## src/hw/rtl/csre_pkg.sv

```systemverilog
// shared types, constants and arithmetic helpers for the column swap and rotate engine
`default_nettype none
package csre_pkg;

	// default sizing
	localparam int unsigned MAX_ROWS_DEF     = 64;
	localparam int unsigned MAX_COLS_DEF     = 64;
	localparam int unsigned NUM_MATRICES_DEF = 2;
	localparam int unsigned CORDIC_STEPS_DEF = 20;

	localparam int unsigned COEF_W  = 24;
	localparam int unsigned TRIG_W  = 32;
	localparam int unsigned PROD_W  = COEF_W + TRIG_W;
	localparam int unsigned COUNT_W = 7;

	// configuration register indexes
	localparam int unsigned CFG_IDX_W = 1;
	localparam logic [CFG_IDX_W-1:0] CFG_ROWS_IN_USE = 1'd0;
	localparam logic [CFG_IDX_W-1:0] CFG_COLS_IN_USE = 1'd1;
	localparam logic [COUNT_W-1:0] ROWS_RESET = 7'd64;
	localparam logic [COUNT_W-1:0] COLS_RESET = 7'd64;

	// result status codes
	localparam logic [1:0] STAT_OK    = 2'd0;
	localparam logic [1:0] STAT_RANGE = 2'd1;
	localparam logic [1:0] STAT_SAT   = 2'd2;

	// cordic constants in q.30
	localparam logic signed [33:0] GAIN_Q30    = 34'sd652032874;
	localparam logic signed [34:0] PI_Q30      = 35'sd3373259426;
	localparam logic signed [34:0] HALF_PI_Q30 = 35'sd1686629713;

	typedef enum logic [1:0] {
		REQ_WRITE  = 2'd0,
		REQ_READ   = 2'd1,
		REQ_SWAP   = 2'd2,
		REQ_ROTATE = 2'd3
	} csre_req_t;

	typedef struct packed {
		csre_req_t          req_type;
		logic               matrix_sel;
		logic [5:0]         row_index;
		logic [5:0]         col_a;
		logic [5:0]         col_b;
		logic signed [23:0] write_value;
		logic signed [15:0] angle;
	} csre_in_t;

	typedef struct packed {
		logic signed [23:0] read_value;
		logic [1:0]         status;
	} csre_out_t;

	typedef struct packed {
		logic signed [TRIG_W-1:0] cos_v;
		logic signed [TRIG_W-1:0] sin_v;
	} csre_trig_t;

	typedef struct packed {
		logic signed [COEF_W-1:0] value;
		logic                     sat;
	} csre_rs_t;

	typedef enum logic [3:0] {
		S_IDLE,
		S_READ,
		S_SWA,
		S_SWB,
		S_CWAIT,
		S_MUL,
		S_WRA,
		S_MUL2,
		S_WRB,
		S_FIN
	} csre_state_t;

	// atan(2^-i) in q.30, truncated
	function automatic logic [29:0] atan_q30(input int i);
		logic [29:0] r;
		case (i)
			0:       r = 30'd843314856;
			1:       r = 30'd497837829;
			2:       r = 30'd263043836;
			3:       r = 30'd133525158;
			4:       r = 30'd67021686;
			5:       r = 30'd33543515;
			6:       r = 30'd16775850;
			7:       r = 30'd8388437;
			8:       r = 30'd4194282;
			9:       r = 30'd2097149;
			10:      r = 30'd1048575;
			11:      r = 30'd524287;
			12:      r = 30'd262143;
			13:      r = 30'd131071;
			14:      r = 30'd65535;
			15:      r = 30'd32767;
			16:      r = 30'd16383;
			17:      r = 30'd8191;
			18:      r = 30'd4095;
			19:      r = 30'd2047;
			20:      r = 30'd1023;
			21:      r = 30'd511;
			22:      r = 30'd255;
			23:      r = 30'd127;
			24:      r = 30'd63;
			25:      r = 30'd31;
			26:      r = 30'd15;
			27:      r = 30'd7;
			28:      r = 30'd3;
			29:      r = 30'd1;
			default: r = 30'd0;
		endcase
		return r;
	endfunction

	// round half up at bit 30, then clip to q4.20
	function automatic csre_rs_t round_sat(input logic signed [PROD_W:0] acc);
		logic signed [PROD_W+1:0] t;
		logic signed [27:0]       v;
		csre_rs_t                 r;
		t = {acc[PROD_W], acc} + 58'sd536870912;
		v = t[PROD_W+1:30];
		if (v > 28'sd8388607) begin
			r.value = 24'sh7FFFFF;
			r.sat   = 1'b1;
		end else if (v < -28'sd8388608) begin
			r.value = 24'sh800000;
			r.sat   = 1'b1;
		end else begin
			r.value = v[23:0];
			r.sat   = 1'b0;
		end
		return r;
	endfunction

endpackage
`default_nettype wire

```

## src/hw/rtl/csre_cordic.sv

```systemverilog
// iterative cordic: one micro-rotation per cycle, gives cosine and sine in q.30
`default_nettype none
module csre_cordic #(
	parameter int unsigned STEPS = csre_pkg::CORDIC_STEPS_DEF
) (
	input  wire logic                clk,
	input  wire logic                arst_n,
	input  wire logic                start,
	input  wire logic signed [15:0]  angle,
	output logic                     done,
	output csre_pkg::csre_trig_t     trig
);

	localparam int unsigned SW = $clog2(STEPS + 1);

	logic                 busy_q;
	logic                 fin_q;
	logic                 done_q;
	logic                 neg_q;
	logic [SW-1:0]        step_q;
	logic signed [33:0]   x_q;
	logic signed [33:0]   y_q;
	logic signed [34:0]   z_q;
	csre_pkg::csre_trig_t trig_q;

	logic signed [34:0] z0;
	logic signed [33:0] xs;
	logic signed [33:0] ys;
	logic signed [34:0] at;
	logic signed [33:0] xr;
	logic signed [33:0] yr;

	always_comb begin
		z0 = {{2{angle[15]}}, angle, 17'd0};
		xs = x_q >>> step_q;
		ys = y_q >>> step_q;
		at = {5'd0, csre_pkg::atan_q30(int'(step_q))};
		xr = neg_q ? -x_q : x_q;
		yr = neg_q ? -y_q : y_q;
	end

	always_ff @(posedge clk or negedge arst_n) begin
		if (!arst_n) begin
			busy_q <= 1'b0;
			fin_q  <= 1'b0;
			done_q <= 1'b0;
			step_q <= '0;
		end else begin
			done_q <= 1'b0;
			if (start) begin
				busy_q <= 1'b1;
				step_q <= '0;
			end else if (busy_q) begin
				step_q <= step_q + SW'(1);
				if (step_q == SW'(STEPS - 1)) begin
					busy_q <= 1'b0;
					fin_q  <= 1'b1;
				end
			end else if (fin_q) begin
				fin_q  <= 1'b0;
				done_q <= 1'b1;
			end
		end
	end

	always_ff @(posedge clk) begin
		if (start) begin
			x_q <= csre_pkg::GAIN_Q30;
			y_q <= '0;
			// fold the angle into [-pi/2, pi/2], flip signs at the end
			if (z0 > csre_pkg::HALF_PI_Q30) begin
				z_q   <= z0 - csre_pkg::PI_Q30;
				neg_q <= 1'b1;
			end else if (z0 < -csre_pkg::HALF_PI_Q30) begin
				z_q   <= z0 + csre_pkg::PI_Q30;
				neg_q <= 1'b1;
			end else begin
				z_q   <= z0;
				neg_q <= 1'b0;
			end
		end else if (busy_q) begin
			if (!z_q[34]) begin
				x_q <= x_q - ys;
				y_q <= y_q + xs;
				z_q <= z_q - at;
			end else begin
				x_q <= x_q + ys;
				y_q <= y_q - xs;
				z_q <= z_q + at;
			end
		end
		if (fin_q) begin
			trig_q.cos_v <= xr[31:0];
			trig_q.sin_v <= yr[31:0];
		end
	end

	assign done = done_q;
	assign trig = trig_q;

endmodule
`default_nettype wire

```

## config.mk

```make
export PLATFORM = sky130hd
export DESIGN_NAME = csre_cordic
export DESIGN_NICKNAME = d
export VERILOG_FILES = /design/src/hw/rtl/csre_pkg.sv /design/src/hw/rtl/csre_cordic.sv
export SDC_FILE = /design/constraint.sdc
export NUM_CORES = 1
export LEC_CHECK = 0
export BUFFER_PORTS_ARGS = -buffer_cell sky130_fd_sc_hd__clkbuf_2
export CAP_MARGIN = 20
export CORE_AREA = 10 10 236 238
export DETAILED_ROUTE_END_ITERATION = 12
export DIE_AREA = 0 0 246 248
export GPL_TIMING_DRIVEN = 0
export SYNTH_ARGS = -nofsm -noshare
export SYNTH_HDL_FRONTEND = slang
export SYNTH_SLANG_ARGS = --single-unit
```

## constraint.sdc

```tcl
create_clock -name clk -period 9.8 [get_ports clk]
set_clock_uncertainty 0.1 [all_clocks]
set_input_delay 1.47 -clock clk [delete_from_list [all_inputs] [get_ports clk]]
set_output_delay 1.47 -clock clk [all_outputs]
set_load 0.005 [all_outputs]
```

==> metrics.cfg <==
[run_status]
status=finished clean

[clock_tree]
postCtsSetupRepairBufs=0
cts_root_buffer=clkbuf_16
clock_latency_ns=0.52
cts_buffers=17
cts.path.max_buffers=2
tritoncts=done
clk_pin_slew_worst_paths_ns=0.08
cts_max_level=4
clkSinkCount=176

[timing]
min_period_ns=9.40
finalSetupTns_ns=0
tightest_slew_ns=1.48
timing.hold.ws_ns=0.434
setup_slack_ns=0.404
setup_viol=0
max_slew_margin_pct=1.34
finalHoldViolCount=0
rsz0062_at_grt=false
min_period_over_period_pct=95.9
fmax_mhz=106
slew_violations=0

[synth]
yosysWarnings=0
async_reset_ff_share_pct=4.55
synth_seq_cells=176
ys_top_cells_by_area=edfxtp_1 (15%), mux4_2 (9.4%), ha_1 (7.4%)
synth_top_cell_area_share_pct=14.9
synth_top_area_cell=edfxtp_1
ys_types=97
ys_seq_area_share_pct=22.6
avgSynthCellArea_um2=8.59
synth_cells=2353
synth_common_cells=nor2_1 (213), nand2_1 (183), a21oi_1 (175)
synth_nets=2494
synth_edf_count=100
synthFlopType=edfxtp_1
syn_area_um2=20200
yosysMostFrequentCell=nor2_1

[route]
drc=0
firstDrtPassIters=6
wl_per_cell_um=30.0
via_per_inst=6.50
drtIter0Drc=2302
vias=20503
wl_um=94500
final_antenna_net_count=0

[power_and_ir_drop]
seqPwrFrac_pct=14.0
p_switching_mw=4.85
p_comb_share_pct=77.9
swShare_pct=51.8
peakVddDrop_mv=0.194
power_density_nw_per_um2=422
p_int_mw=4.52
clockPowerShare_pct=8.1
p_leak_nw=8.99
power.total_mw=9.37

[place]
io_buffers=76
placedCellCount=3116
hpwl_um=73100
preCtsSetupSlack_ns=0.626
place.gp.congestion=1.11

[die]
pin_count=84
initial_utilization_pct=39.6
die_h_um=248
rows=83
die_w_um=246
core_um2=51000
dieArea_um2=61000

[critical_path]
reg2reg_slack_ns=0.40
path_max_fanout=10
cp.arrival_ns=9.70
worstSetupPathType=flip-flop to flip-flop
cp-end-kind=flip-flop
cp.required_ns=10.10
startpoint_type=flip-flop

[global_route]
grt_pass1_wl_um=135000
grt_overflow_total=0
antenna_found_initial=3
grt_pass1_vias=19349
grt_max_degree=43
grt_usage_pct=30.3

[run]
maxCapViolCount=0

[cells_and_area]
fillers=5069
fin_cells=3152
layout.nets=2600
diodes=0
drive_gt1_share_pct=13.0
area.growth.synth_to_final_pct=9.86

[min_path]
hold_path_class=flip-flop to flip-flop

state kept, by name, indices dropped and copies added (netlist names):
| register | flops |
|---|---|
| step_q | 5 |
| z_q | 35 |
| neg_q | 1 |
| y_q | 34 |
| busy_q | 1 |
| done | 1 |
| trig | 64 |
| fin_q | 1 |
| x_q | 34 |
cells in the final DEF, fill, tap and decap left out, drive strengths merged, types with 40 or more instances in the layout:
master    n
mux2     40
edfxtp  100
nor2    214
nand2   184
mux4     84
o21ai   156
a21oi   176
dfxtp    68
inv      68
mux2i    82
ha      119
clkbuf  212
buf      76
a21o     62
a31oi    48
xnor2   163
xor2     74
kinds of logic (layout without fill, tap and decap cells):
| family | count (synthesis) | after routing | synth area share (%) |
|---|---|---|---|
| and+or+nand+nor | 662 | 662 | 15.6 |
| adders and majority gates | 122 | 122 | 7.67 |
| buffers and inverters | 249 | 368 | 5.43 |
| muxes | 206 | 206 | 15.7 |
| AOI/OAI and AO/OA | 701 | 701 | 22.7 |
| xor gates and xnor gates | 237 | 237 | 10.3 |
| DFF | 176 | 176 | 22.6 |
power by group through the flow:
stage | sequential (mW) | combinational [mW] | clock [mW]
finish | 1.31 | 7.30 | 0.763
global route | 1.33 | 7.95 | 0.799
CTS | 1.30 | 7.11 | 0.777
detailed placement | 1.32 | 7.07 | 0
global placement | 1.32 | 6.92 | 0
floorplan | 1.24 | 5.38 | 0
critical path: stages (launching register included):
cell and delay (ns):
dfrtp_1 0.44, clkbuf_1 0.41, buf_1 0.80, clkbuf_1 0.65, clkbuf_1 0.55, clkbuf_1 0.53
a311oi_1 0.15, a21oi_2 0.50, ha_1 0.31, nand4_1 0.17, nor3_1 0.48, and2_1 0.31
nor2_1 0.09, xnor2_1 0.15, ha_1 0.37, and4_1 0.23, a21o_1 0.18, a2111oi_0 0.59
o21bai_1 0.12, a31o_2 0.26, o41a_1 0.37, a311o_1 0.36, and2_1 0.17, a41oi_1 0.31
mux2_2 0.38, a221o_1 0.25
cell type report:
class                      instances  area (um2)  share of cell area, %
tap                              680         851                   3.83
multi-input combinational       1928       14500                   65.5
sequential                       176        4570                   20.6
buffer                           185         856                   3.86
inverter                          64         240                   1.08
clock buffer                      17         425                   1.92
clock inverter                    15         193                  0.868
timing repair buffer              87         518                   2.33
metal layers:
metal	routed length [um]	track usage (%)	part of all wire, %
met1	37800	37.3	40
met2	41800	47.3	44
met3	9220	8.06	9.8
met4	5570	17.2	5.9
met5	41	0	0.043
stage by stage:
step / utilization, % / area [um2]
finish: 43.5 / 22200
global route: 43.5 / 22200
CTS: 43.4 / 22100
detailed placement: 42.2 / 21500
global placement: 42.0 / 21400
floorplan: - / 20200
path summary, 6_finish.rpt:
check | endpoint | cells past startpoint | from
worst max-delay path | x_q[32] | 25 | step_q[4]
worst min-delay path | trig[0] | 0 | y_q[0]
worst max register to register | x_q[32] | 25 | step_q[4]
worst min register to register | trig[0] | 0 | y_q[0]
max in group asynchronous | fin_q | 1 | arst_n
min in group asynchronous | step_q[4] | 1 | arst_n
timing repair:
| item | CTS | global route |
|---|---|---|
| setup endpoints to repair | 0 | 1 |
| gates resized for setup | 0 | 1 |
| hold buffers | 0 | 0 |
(Power assumes the default switching activity.)
